## src/sv/pzt_pkg.sv

```systemverilog
// ----------------------------------------------------------------------------
// pzt_pkg
// Shared sizes and types of the zigzag polygon triangulator.
// ----------------------------------------------------------------------------
package pzt_pkg;

    // corner buffer capacity and stored vertex width
    localparam int MAX_CORNERS = 32;
    localparam int VERTEX_BITS = 32;

    // port widths of the vertex fields
    localparam int IN_BITS  = 32;
    localparam int OUT_BITS = 32;

    // stored width: vertex bits, never more than the result field carries
    localparam int STORE_BITS = (VERTEX_BITS < OUT_BITS) ? VERTEX_BITS : OUT_BITS;

    // buffer address and corner count widths
    localparam int IDX_BITS = (MAX_CORNERS > 1) ? $clog2(MAX_CORNERS) : 1;
    localparam int CNT_BITS = $clog2(MAX_CORNERS + 1);

    // smallest polygon that yields a triangle
    localparam int MIN_CORNERS = 3;

    // polygon handed from the loader to the emitter
    typedef struct packed {
        logic                start;
        logic [CNT_BITS-1:0] n;
        logic                ovf;
    } poly_job_t;

endpackage

```

## src/sv/pzt_ram.sv

```systemverilog
// ----------------------------------------------------------------------------
// pzt_ram
// Generic single-write, single-read RAM with registered read data.
// ----------------------------------------------------------------------------
module pzt_ram #(
    parameter int   WIDTH     = 32,
    parameter int   DEPTH     = 32,
    localparam int  ADDR_BITS = (DEPTH > 1) ? $clog2(DEPTH) : 1
) (
    input  logic                 clk,
    input  logic                 wr_en,
    input  logic [ADDR_BITS-1:0] wr_addr,
    input  logic [WIDTH-1:0]     wr_data,
    input  logic                 rd_en,
    input  logic [ADDR_BITS-1:0] rd_addr,
    output logic [WIDTH-1:0]     rd_data
);

    logic [WIDTH-1:0] mem [DEPTH];

    // write port
    always_ff @(posedge clk)
    begin
        if (wr_en)
        begin
            mem[wr_addr] <= wr_data;
        end
    end

    // read port, data held between reads
    always_ff @(posedge clk)
    begin
        if (rd_en)
        begin
            rd_data <= mem[rd_addr];
        end
    end

endmodule

```

## src/sv/pzt_collect.sv

```systemverilog
// ----------------------------------------------------------------------------
// pzt_collect
// Corner loader: writes incoming corners into the buffer and hands the
// finished polygon to the emitter.
// ----------------------------------------------------------------------------
module pzt_collect (
    input  logic                           clk,
    input  logic                           rst_n,
    input  logic                           in_valid,
    output logic                           in_stall,
    input  logic [pzt_pkg::IN_BITS-1:0]    corner_vertex,
    input  logic                           last_corner,
    input  logic                           busy,
    output logic                           wr_en,
    output logic [pzt_pkg::IDX_BITS-1:0]   wr_addr,
    output logic [pzt_pkg::STORE_BITS-1:0] wr_data,
    output pzt_pkg::poly_job_t             job
);
    import pzt_pkg::*;

    logic [CNT_BITS-1:0] count_reg, count_next;
    logic                ovf_reg, ovf_next;
    logic                accept;
    logic                full;
    logic [CNT_BITS-1:0] n_after;

    // corners wait while the emitter reads the buffer
    assign in_stall = busy;
    assign accept   = in_valid && !busy;
    assign full     = (count_reg >= CNT_BITS'(MAX_CORNERS));

    // buffer write, corners beyond capacity are dropped
    assign wr_en   = accept && !full;
    assign wr_addr = count_reg[IDX_BITS-1:0];
    assign wr_data = corner_vertex[STORE_BITS-1:0];

    assign n_after = count_reg + CNT_BITS'(wr_en);

    // polygon hand-over on the last corner
    always_comb
    begin
        job.start = accept && last_corner && (n_after >= CNT_BITS'(MIN_CORNERS));
        job.n     = n_after;
        job.ovf   = ovf_reg || (accept && full);
    end

    // count and overflow, cleared at polygon end
    always_comb
    begin
        count_next = count_reg;
        ovf_next   = ovf_reg;
        if (accept)
        begin
            if (last_corner)
            begin
                count_next = '0;
                ovf_next   = 1'b0;
            end
            else
            begin
                count_next = n_after;
                ovf_next   = job.ovf;
            end
        end
    end

    always_ff @(posedge clk or negedge rst_n)
    begin
        if (!rst_n)
        begin
            count_reg <= '0;
            ovf_reg   <= 1'b0;
        end
        else
        begin
            count_reg <= count_next;
            ovf_reg   <= ovf_next;
        end
    end

endmodule

```

## src/sv/pzt_emit.sv

```systemverilog
// ----------------------------------------------------------------------------
// pzt_emit
// Triangle emitter: reads the corner buffer in zigzag order, one read per
// triangle after two priming reads, and drives the output register.
// ----------------------------------------------------------------------------
module pzt_emit (
    input  logic                           clk,
    input  logic                           rst_n,
    input  pzt_pkg::poly_job_t             job,
    output logic                           busy,
    output logic                           rd_en,
    output logic [pzt_pkg::IDX_BITS-1:0]   rd_addr,
    input  logic [pzt_pkg::STORE_BITS-1:0] rd_data,
    output logic                           out_valid,
    input  logic                           out_stall,
    output logic [pzt_pkg::OUT_BITS-1:0]   tri_vertex_a,
    output logic [pzt_pkg::OUT_BITS-1:0]   tri_vertex_b,
    output logic [pzt_pkg::OUT_BITS-1:0]   tri_vertex_c,
    output logic                           last_triangle,
    output logic                           corner_overflow
);
    import pzt_pkg::*;

    typedef enum logic [1:0] {E_IDLE, E_READ, E_CAPT} state_t;

    state_t                state_reg, state_next;
    logic                  out_valid_reg, out_valid_next;
    logic [CNT_BITS-1:0]   k_reg, k_next;
    logic [CNT_BITS-1:0]   n_reg, n_next;
    logic                  ovf_reg, ovf_next;
    logic [IDX_BITS-1:0]   lo_addr_reg, lo_addr_next;
    logic [IDX_BITS-1:0]   hi_addr_reg, hi_addr_next;
    logic [STORE_BITS-1:0] lo_cur_reg, lo_cur_next;
    logic [STORE_BITS-1:0] hi_cur_reg, hi_cur_next;
    logic [OUT_BITS-1:0]   a_reg, a_next;
    logic [OUT_BITS-1:0]   b_reg, b_next;
    logic [OUT_BITS-1:0]   c_reg, c_next;
    logic                  last_reg, last_next;
    logic                  oflag_reg, oflag_next;
    logic                  out_free;
    logic                  even;
    logic                  primed;
    logic                  final_read;

    assign busy     = (state_reg != E_IDLE);
    assign out_free = !out_valid_reg || !out_stall;
    // even reads walk up from the first corner, odd reads down from the last
    assign even       = !k_reg[0];
    // window holds two corners once reads 0 and 1 are in
    assign primed     = (k_reg > CNT_BITS'(1));
    assign final_read = (k_reg == n_reg - CNT_BITS'(1));
    assign rd_addr    = even ? lo_addr_reg : hi_addr_reg;

    // sequencer and triangle assembly
    always_comb
    begin
        state_next     = state_reg;
        out_valid_next = out_valid_reg;
        k_next         = k_reg;
        n_next         = n_reg;
        ovf_next       = ovf_reg;
        lo_addr_next   = lo_addr_reg;
        hi_addr_next   = hi_addr_reg;
        lo_cur_next    = lo_cur_reg;
        hi_cur_next    = hi_cur_reg;
        a_next         = a_reg;
        b_next         = b_reg;
        c_next         = c_reg;
        last_next      = last_reg;
        oflag_next     = oflag_reg;
        rd_en          = 1'b0;

        if (out_valid_reg && !out_stall)
        begin
            out_valid_next = 1'b0;
        end

        unique case (state_reg)
            E_IDLE:
            begin
                if (job.start)
                begin
                    n_next       = job.n;
                    ovf_next     = job.ovf;
                    k_next       = '0;
                    lo_addr_next = '0;
                    hi_addr_next = IDX_BITS'(job.n - CNT_BITS'(1));
                    state_next   = E_READ;
                end
            end
            E_READ:
            begin
                rd_en = 1'b1;
                if (even)
                begin
                    lo_addr_next = lo_addr_reg + IDX_BITS'(1);
                end
                else
                begin
                    hi_addr_next = hi_addr_reg - IDX_BITS'(1);
                end
                state_next = E_CAPT;
            end
            E_CAPT:
            begin
                if (!primed || out_free)
                begin
                    if (even)
                    begin
                        lo_cur_next = rd_data;
                    end
                    else
                    begin
                        hi_cur_next = rd_data;
                    end
                    if (primed)
                    begin
                        out_valid_next = 1'b1;
                        if (even)
                        begin
                            a_next = OUT_BITS'(rd_data);
                            b_next = OUT_BITS'(lo_cur_reg);
                        end
                        else
                        begin
                            a_next = OUT_BITS'(lo_cur_reg);
                            b_next = OUT_BITS'(rd_data);
                        end
                        c_next     = OUT_BITS'(hi_cur_reg);
                        last_next  = final_read;
                        oflag_next = ovf_reg;
                    end
                    if (primed && final_read)
                    begin
                        state_next = E_IDLE;
                    end
                    else
                    begin
                        k_next     = k_reg + CNT_BITS'(1);
                        state_next = E_READ;
                    end
                end
            end
            default:
            begin
                state_next = E_IDLE;
            end
        endcase
    end

    // state, sequencer payload and output register
    always_ff @(posedge clk or negedge rst_n)
    begin
        if (!rst_n)
        begin
            state_reg     <= E_IDLE;
            out_valid_reg <= 1'b0;
            k_reg         <= '0;
            n_reg         <= '0;
            ovf_reg       <= 1'b0;
            lo_addr_reg   <= '0;
            hi_addr_reg   <= '0;
            lo_cur_reg    <= '0;
            hi_cur_reg    <= '0;
            a_reg         <= '0;
            b_reg         <= '0;
            c_reg         <= '0;
            last_reg      <= 1'b0;
            oflag_reg     <= 1'b0;
        end
        else
        begin
            state_reg     <= state_next;
            out_valid_reg <= out_valid_next;
            k_reg         <= k_next;
            n_reg         <= n_next;
            ovf_reg       <= ovf_next;
            lo_addr_reg   <= lo_addr_next;
            hi_addr_reg   <= hi_addr_next;
            lo_cur_reg    <= lo_cur_next;
            hi_cur_reg    <= hi_cur_next;
            a_reg         <= a_next;
            b_reg         <= b_next;
            c_reg         <= c_next;
            last_reg      <= last_next;
            oflag_reg     <= oflag_next;
        end
    end

    assign out_valid       = out_valid_reg;
    assign tri_vertex_a    = a_reg;
    assign tri_vertex_b    = b_reg;
    assign tri_vertex_c    = c_reg;
    assign last_triangle   = last_reg;
    assign corner_overflow = oflag_reg;

endmodule

```

## src/sv/polygon_zigzag_triangulator_top.sv

```systemverilog
// ----------------------------------------------------------------------------
// polygon_zigzag_triangulator_top
// Zigzag triangulator: buffers one polygon's corners, then emits its
// N-2 triangles in zigzag order.
// ----------------------------------------------------------------------------
// Usage
//   Corner channel: in_valid/in_stall with corner_vertex and last_corner.
//   One corner per cycle is taken while no polygon is being emitted.
//   Triangle channel: out_valid/out_stall with three vertex indices,
//   last_triangle and corner_overflow, from an output register.
//   After the last corner's transaction the emitter first reads two corners,
//   then builds each triangle from one further read through the single read
//   port of the corner buffer, in a read state and then a capture state.
//   While triangles are emitted, in_stall is high. A stalled receiver holds
//   the triangle in the output register and the emitter waits with it.
//   Polygons under three corners give no triangles; corners past the buffer
//   capacity are dropped and flagged with corner_overflow.
//   Reset clears the corner count, overflow mark and all valids; buffer
//   contents are left as they are.
// ----------------------------------------------------------------------------
module polygon_zigzag_triangulator_top (
    input  logic                         clk,
    input  logic                         rst_n,
    input  logic                         in_valid,
    output logic                         in_stall,
    input  logic [pzt_pkg::IN_BITS-1:0]  corner_vertex,
    input  logic                         last_corner,
    output logic                         out_valid,
    input  logic                         out_stall,
    output logic [pzt_pkg::OUT_BITS-1:0] tri_vertex_a,
    output logic [pzt_pkg::OUT_BITS-1:0] tri_vertex_b,
    output logic [pzt_pkg::OUT_BITS-1:0] tri_vertex_c,
    output logic                         last_triangle,
    output logic                         corner_overflow
);
    import pzt_pkg::*;

    poly_job_t             job;
    logic                  busy;
    logic                  wr_en;
    logic [IDX_BITS-1:0]   wr_addr;
    logic [STORE_BITS-1:0] wr_data;
    logic                  rd_en;
    logic [IDX_BITS-1:0]   rd_addr;
    logic [STORE_BITS-1:0] rd_data;

    // corner loader
    pzt_collect u_collect (
        .clk           (clk),
        .rst_n         (rst_n),
        .in_valid      (in_valid),
        .in_stall      (in_stall),
        .corner_vertex (corner_vertex),
        .last_corner   (last_corner),
        .busy          (busy),
        .wr_en         (wr_en),
        .wr_addr       (wr_addr),
        .wr_data       (wr_data),
        .job           (job)
    );

    // corner buffer
    pzt_ram #(
        .WIDTH (STORE_BITS),
        .DEPTH (MAX_CORNERS)
    ) u_store (
        .clk     (clk),
        .wr_en   (wr_en),
        .wr_addr (wr_addr),
        .wr_data (wr_data),
        .rd_en   (rd_en),
        .rd_addr (rd_addr),
        .rd_data (rd_data)
    );

    // triangle emitter
    pzt_emit u_emit (
        .clk             (clk),
        .rst_n           (rst_n),
        .job             (job),
        .busy            (busy),
        .rd_en           (rd_en),
        .rd_addr         (rd_addr),
        .rd_data         (rd_data),
        .out_valid       (out_valid),
        .out_stall       (out_stall),
        .tri_vertex_a    (tri_vertex_a),
        .tri_vertex_b    (tri_vertex_b),
        .tri_vertex_c    (tri_vertex_c),
        .last_triangle   (last_triangle),
        .corner_overflow (corner_overflow)
    );

`ifndef SYNTH
    // a polygon is handed over only to an idle emitter
    assert property (@(posedge clk) disable iff (!rst_n) job.start |-> !busy)
        else $error("polygon started while emitter busy");

    // buffer is never written and read in the same cycle
    assert property (@(posedge clk) disable iff (!rst_n) !(wr_en && rd_en))
        else $error("corner buffer write and read overlap");

    // emitter issues its first read in the cycle after a hand-over
    assert property (@(posedge clk) disable iff (!rst_n) job.start |=> busy && rd_en)
        else $error("emitter did not begin reading after hand-over");
`endif

endmodule
```

## config.mk

```make
export PLATFORM = sky130hd
export DESIGN_NAME = polygon_zigzag_triangulator_top
export DESIGN_NICKNAME = d
export VERILOG_FILES = /design/src/sv/pzt_pkg.sv /design/src/sv/pzt_ram.sv /design/src/sv/pzt_collect.sv /design/src/sv/pzt_emit.sv /design/src/sv/polygon_zigzag_triangulator_top.sv
export SDC_FILE = /design/constraint.sdc
export NUM_CORES = 2
export LEC_CHECK = 0
export BUFFER_PORTS_ARGS = -buffer_cell sky130_fd_sc_hd__clkbuf_2
export CAP_MARGIN = 20
export CORE_ASPECT_RATIO = 0.75
export CORE_UTILIZATION = 25
export DETAILED_ROUTE_END_ITERATION = 8
export SYNTH_ARGS = -nofsm -noshare
export SYNTH_HDL_FRONTEND = slang
export SYNTH_HIERARCHICAL = 1
export SYNTH_SLANG_ARGS = --single-unit
export TNS_END_PERCENT = 100
```

## constraint.sdc

```tcl
create_clock -name clk -period 4.7 [get_ports clk]
set_input_delay 0.94 -clock clk [delete_from_list [all_inputs] [get_ports clk]]
set_output_delay 0.94 -clock clk [all_outputs]
set_load 0.1 [all_outputs]
```

==> summary.txt <==
Clock tree
  • Clock sink count: 1,251
  • Clock slew at reported path FFs: 0.06 ns
  • CTS tree: done
  • Post-cts gate resize count: 0
  • CTS Buf Count: 116
  • Worst-Skew Late Latency: 0.74 ns
  • Root buffer cell: clkbuf_16
  • Post-CTS Repair Setup Buffers: 0
  • Worst-case clock buffer depth: 3
  • CTS HTree Levels: 3
  • Cts hold-fix bufs: 0

Detailed routing
  • DRT Pass-1 Iters: 5
  • Final ANT Viol Nets: 0
  • Residual DRC: 0
  • WL per Instance: 21.2 microns
  • Initial drt markers: 2,464
  • Vias per cell: 4.56
  • Drt total wl: 126,000 microns
  • DR vias: 26,900

Synth
  • Synth cell count leaders: edfxtp_1, mux2i_1, nand2_1
  • Synth cell types: 57
  • Syn avg cell area: 16.5 sq um
  • Synth area leader: edfxtp_1
  • Ys flop type: edfxtp_1
  • Seq/Total Area, Yosys: 73.6%
  • Synth top area cells: edfxtp_1, mux2i_1, dfrtp_1
  • Post-synthesis async set-or-reset flop share: 15.6%
  • Syn Nets: 3,062
  • Post-synth EDFFs: 1,056
  • Synth warnings: 6
  • Syn Inst Count: 3,017
  • Top cell type's share of synthesized area: 63.8%
  • Most frequent cell after synthesis: edfxtp_1
  • Mapped cell area: 0.0497 sq mm
  • Number of synthesized register bits: 1,251

Finish
  • Final #Nets: 3,203
  • Max reg flops: 1,024
  • Largest register by flop count: u_store/mem
  • Syn-to-layout area delta: 15.6%
  • Share of cells above drive strength 1: 17.0%

GRT
  • First-pass GRT wire length: 183,000 microns
  • Global route overflow: 0
  • Largest net degree at the start of global routing: 117
  • Total GRT Usage: 12.3%
  • Initial antenna violation count: 26
  • GR Util met3: 2.89%
  • GRT busiest layer: met2
  • Number of global-route vias before repair: 26,200
  • Met2 usage: 18.9%
  • GR Util met1: 17.4%

Timing
  • Final setup violation count: 0
  • Clk_skew: 0.0367 ns
  • Final cycle utilization of the critical path: 85.2%
  • Setup TNS: 0 ns
  • Worst-margin pin slew: 1.03 ns
  • Endpoints failing hold: 0
  • Final Max Tran Viols: 0
  • Fin crit period: 4.00 ns
  • RSZ-0062 raised after global routing: false
  • Slew headroom: 30.8%
  • Fmax: 250 MHz

Worst setup path
  • R2R Path Start: u_emit/state_reg[0]
  • Reg2reg setup slack: 0.70 ns
  • Worst Path Max Fanout: 14
  • R2r worst-path depth: 11
  • Worst R2R End: u_emit/hi_addr_reg[0]
  • Startpoint Class: register
  • Critical Path RT: 5.29 ns
  • Crit path from: u_emit/state_reg[0]
  • Worst path arrival time: 4.59 ns
  • Critical Path End: u_emit/hi_addr_reg[0]
  • WS Path Type: reg2reg
  • CP endpoint kind: register

Pwr
  • Power Density: 651 mW/mm^2
  • Clock share of power: 24.4%
  • Combinational Power Share: 38.0%
  • P_int: 22.8 mW
  • Leak pwr: 21.0 nW
  • Psw: 14.6 mW
  • Register share of total power: 37.5%
  • Final Total Pwr: 37.4 mW
  • Worst VDD drop: 0.597 mV
  • Sw Share: 39.1%

Floorplanning
  • Initial core utilization: 25.2%
  • Die Width: 517 microns
  • DIE AREA: 0.201 sq mm
  • Die height: 388 microns
  • Ports: 137
  • Core Rows: 141
  • Core area: 0.197 sq mm

Run status
  • Status: completed

Run
  • Max-cap viol count: 0

Placed design
  • PortBufs: 136
  • DPL Wire Length: 74,200 microns
  • GPL Wtd Cong: 0.781

Worst hold path
  • Hold crit path type: in2async
## final cells by class
cell class / instances / area (sq um)
tap: 2645 / 3310
inverter: 10 / 37.5
fill: 19600 / 140000
sequential: 1251 / 36600
timing repair buffer: 230 / 1670
clock inverter: 74 / 594
antenna: 6 / 15.0
multi-input combinational: 1549 / 12100
clock buffer: 144 / 3080
## per-stage QoR
step | hold slack [ns] | setup WS [ns] | utilization, % | cell area, sq um | cells
3_3_place_gp | 0.466 | 0.751 | 27.2 | 53700 | 5685
5_1_grt | 0.410 | 0.406 | 29.1 | 57400 | 5905
2_1_floorplan | 0.442 | 0.884 | - | 49700 | 3017
6_report | 0.362 | 0.696 | 29.1 | 57400 | 5909
4_1_cts | 0.386 | 0.698 | 29.1 | 57400 | 5903
3_5_place_dp | 0.472 | 0.682 | 27.2 | 53700 | 5685
## worst min path at each step
| stage | from | end | slack (ns) | cells after the start |
|---|---|---|---|---|
| after floorplan | u_emit/ovf_reg | u_emit/ovf_reg | 0.44 | 2 |
| after global placement | u_emit/tri_vertex_a[8] | u_emit/tri_vertex_a[8] | 0.47 | 2 |
| after detailed placement | u_emit/tri_vertex_a[18] | u_emit/tri_vertex_a[18] | 0.47 | 2 |
| after CTS | rst_n | u_emit/tri_vertex_c[27] | 0.39 | 1 |
| after global routing | rst_n | u_emit/tri_vertex_a[27] | 0.41 | 1 |
| final | rst_n | u_emit/hi_cur_reg[27] | 0.36 | 1 |
## power groups by stage
stage                     sequential, mW  combinational (mW)  clock (mW)
final                               14.0                14.2        9.14
after CTS                           14.1                14.2        9.32
after global routing                14.2                15.0        9.76
after detailed placement            14.3                14.2           0
after floorplan                     16.9                7.85           0
after global placement              14.2                14.1           0
## critical path: stages (launching register included)
cell and delay (ns):
dfrtp_1 0.52, or2_2 0.37, nand2b_1 0.30, nor2_1 0.36, ha_1 0.28, ha_1 0.24, nand3_1 0.11, xor2_1 0.20
a41oi_1 0.37, or3b_2 0.61, nand2_1 0.17, mux2_2 0.35
## layer usage
| metal | wire length (microns) | part of all wire (%) | vias to the layer above |
|---|---|---|---|
| met3 | 9520 | 7.6 | 198 |
| met2 | 56700 | 45 | 874 |
| li1 | - | - | 11900 |
| met1 | 56100 | 45 | 13900 |
| met5 | 75 | 0.060 | - |
| met4 | 3120 | 2.5 | 10 |
## logic make-up (layout without fill, tap and decap cells)
logic type	after synthesis	after routing	synth area share [%]
AOI/OAI and AO/OA	404	404	5.34
DFF	1251	1251	73.6
muxes	681	681	14.0
adders and majority gates	8	8	0.201
and+or+nand+nor	443	443	4.05
xor gates and xnor gates	13	13	0.229
buffers and inverters	217	458	2.56
other	0	6	0
## cell usage in the layout, fill, tap and decap left out, types with 39 or more instances in the layout
cell type  instances
buf_4             72
clkbuf_16        118
dfrtp_1          194
mux2i_1          579
nand3_1          106
a22o_1            67
nor3_1            39
clkbuf_2         135
mux2_2           101
a21oi_1          103
edfxtp_1        1056
a22oi_1           98
o21ai_0           79
nand2_1          200
Note: power is estimated with default switching activity, not from simulation.
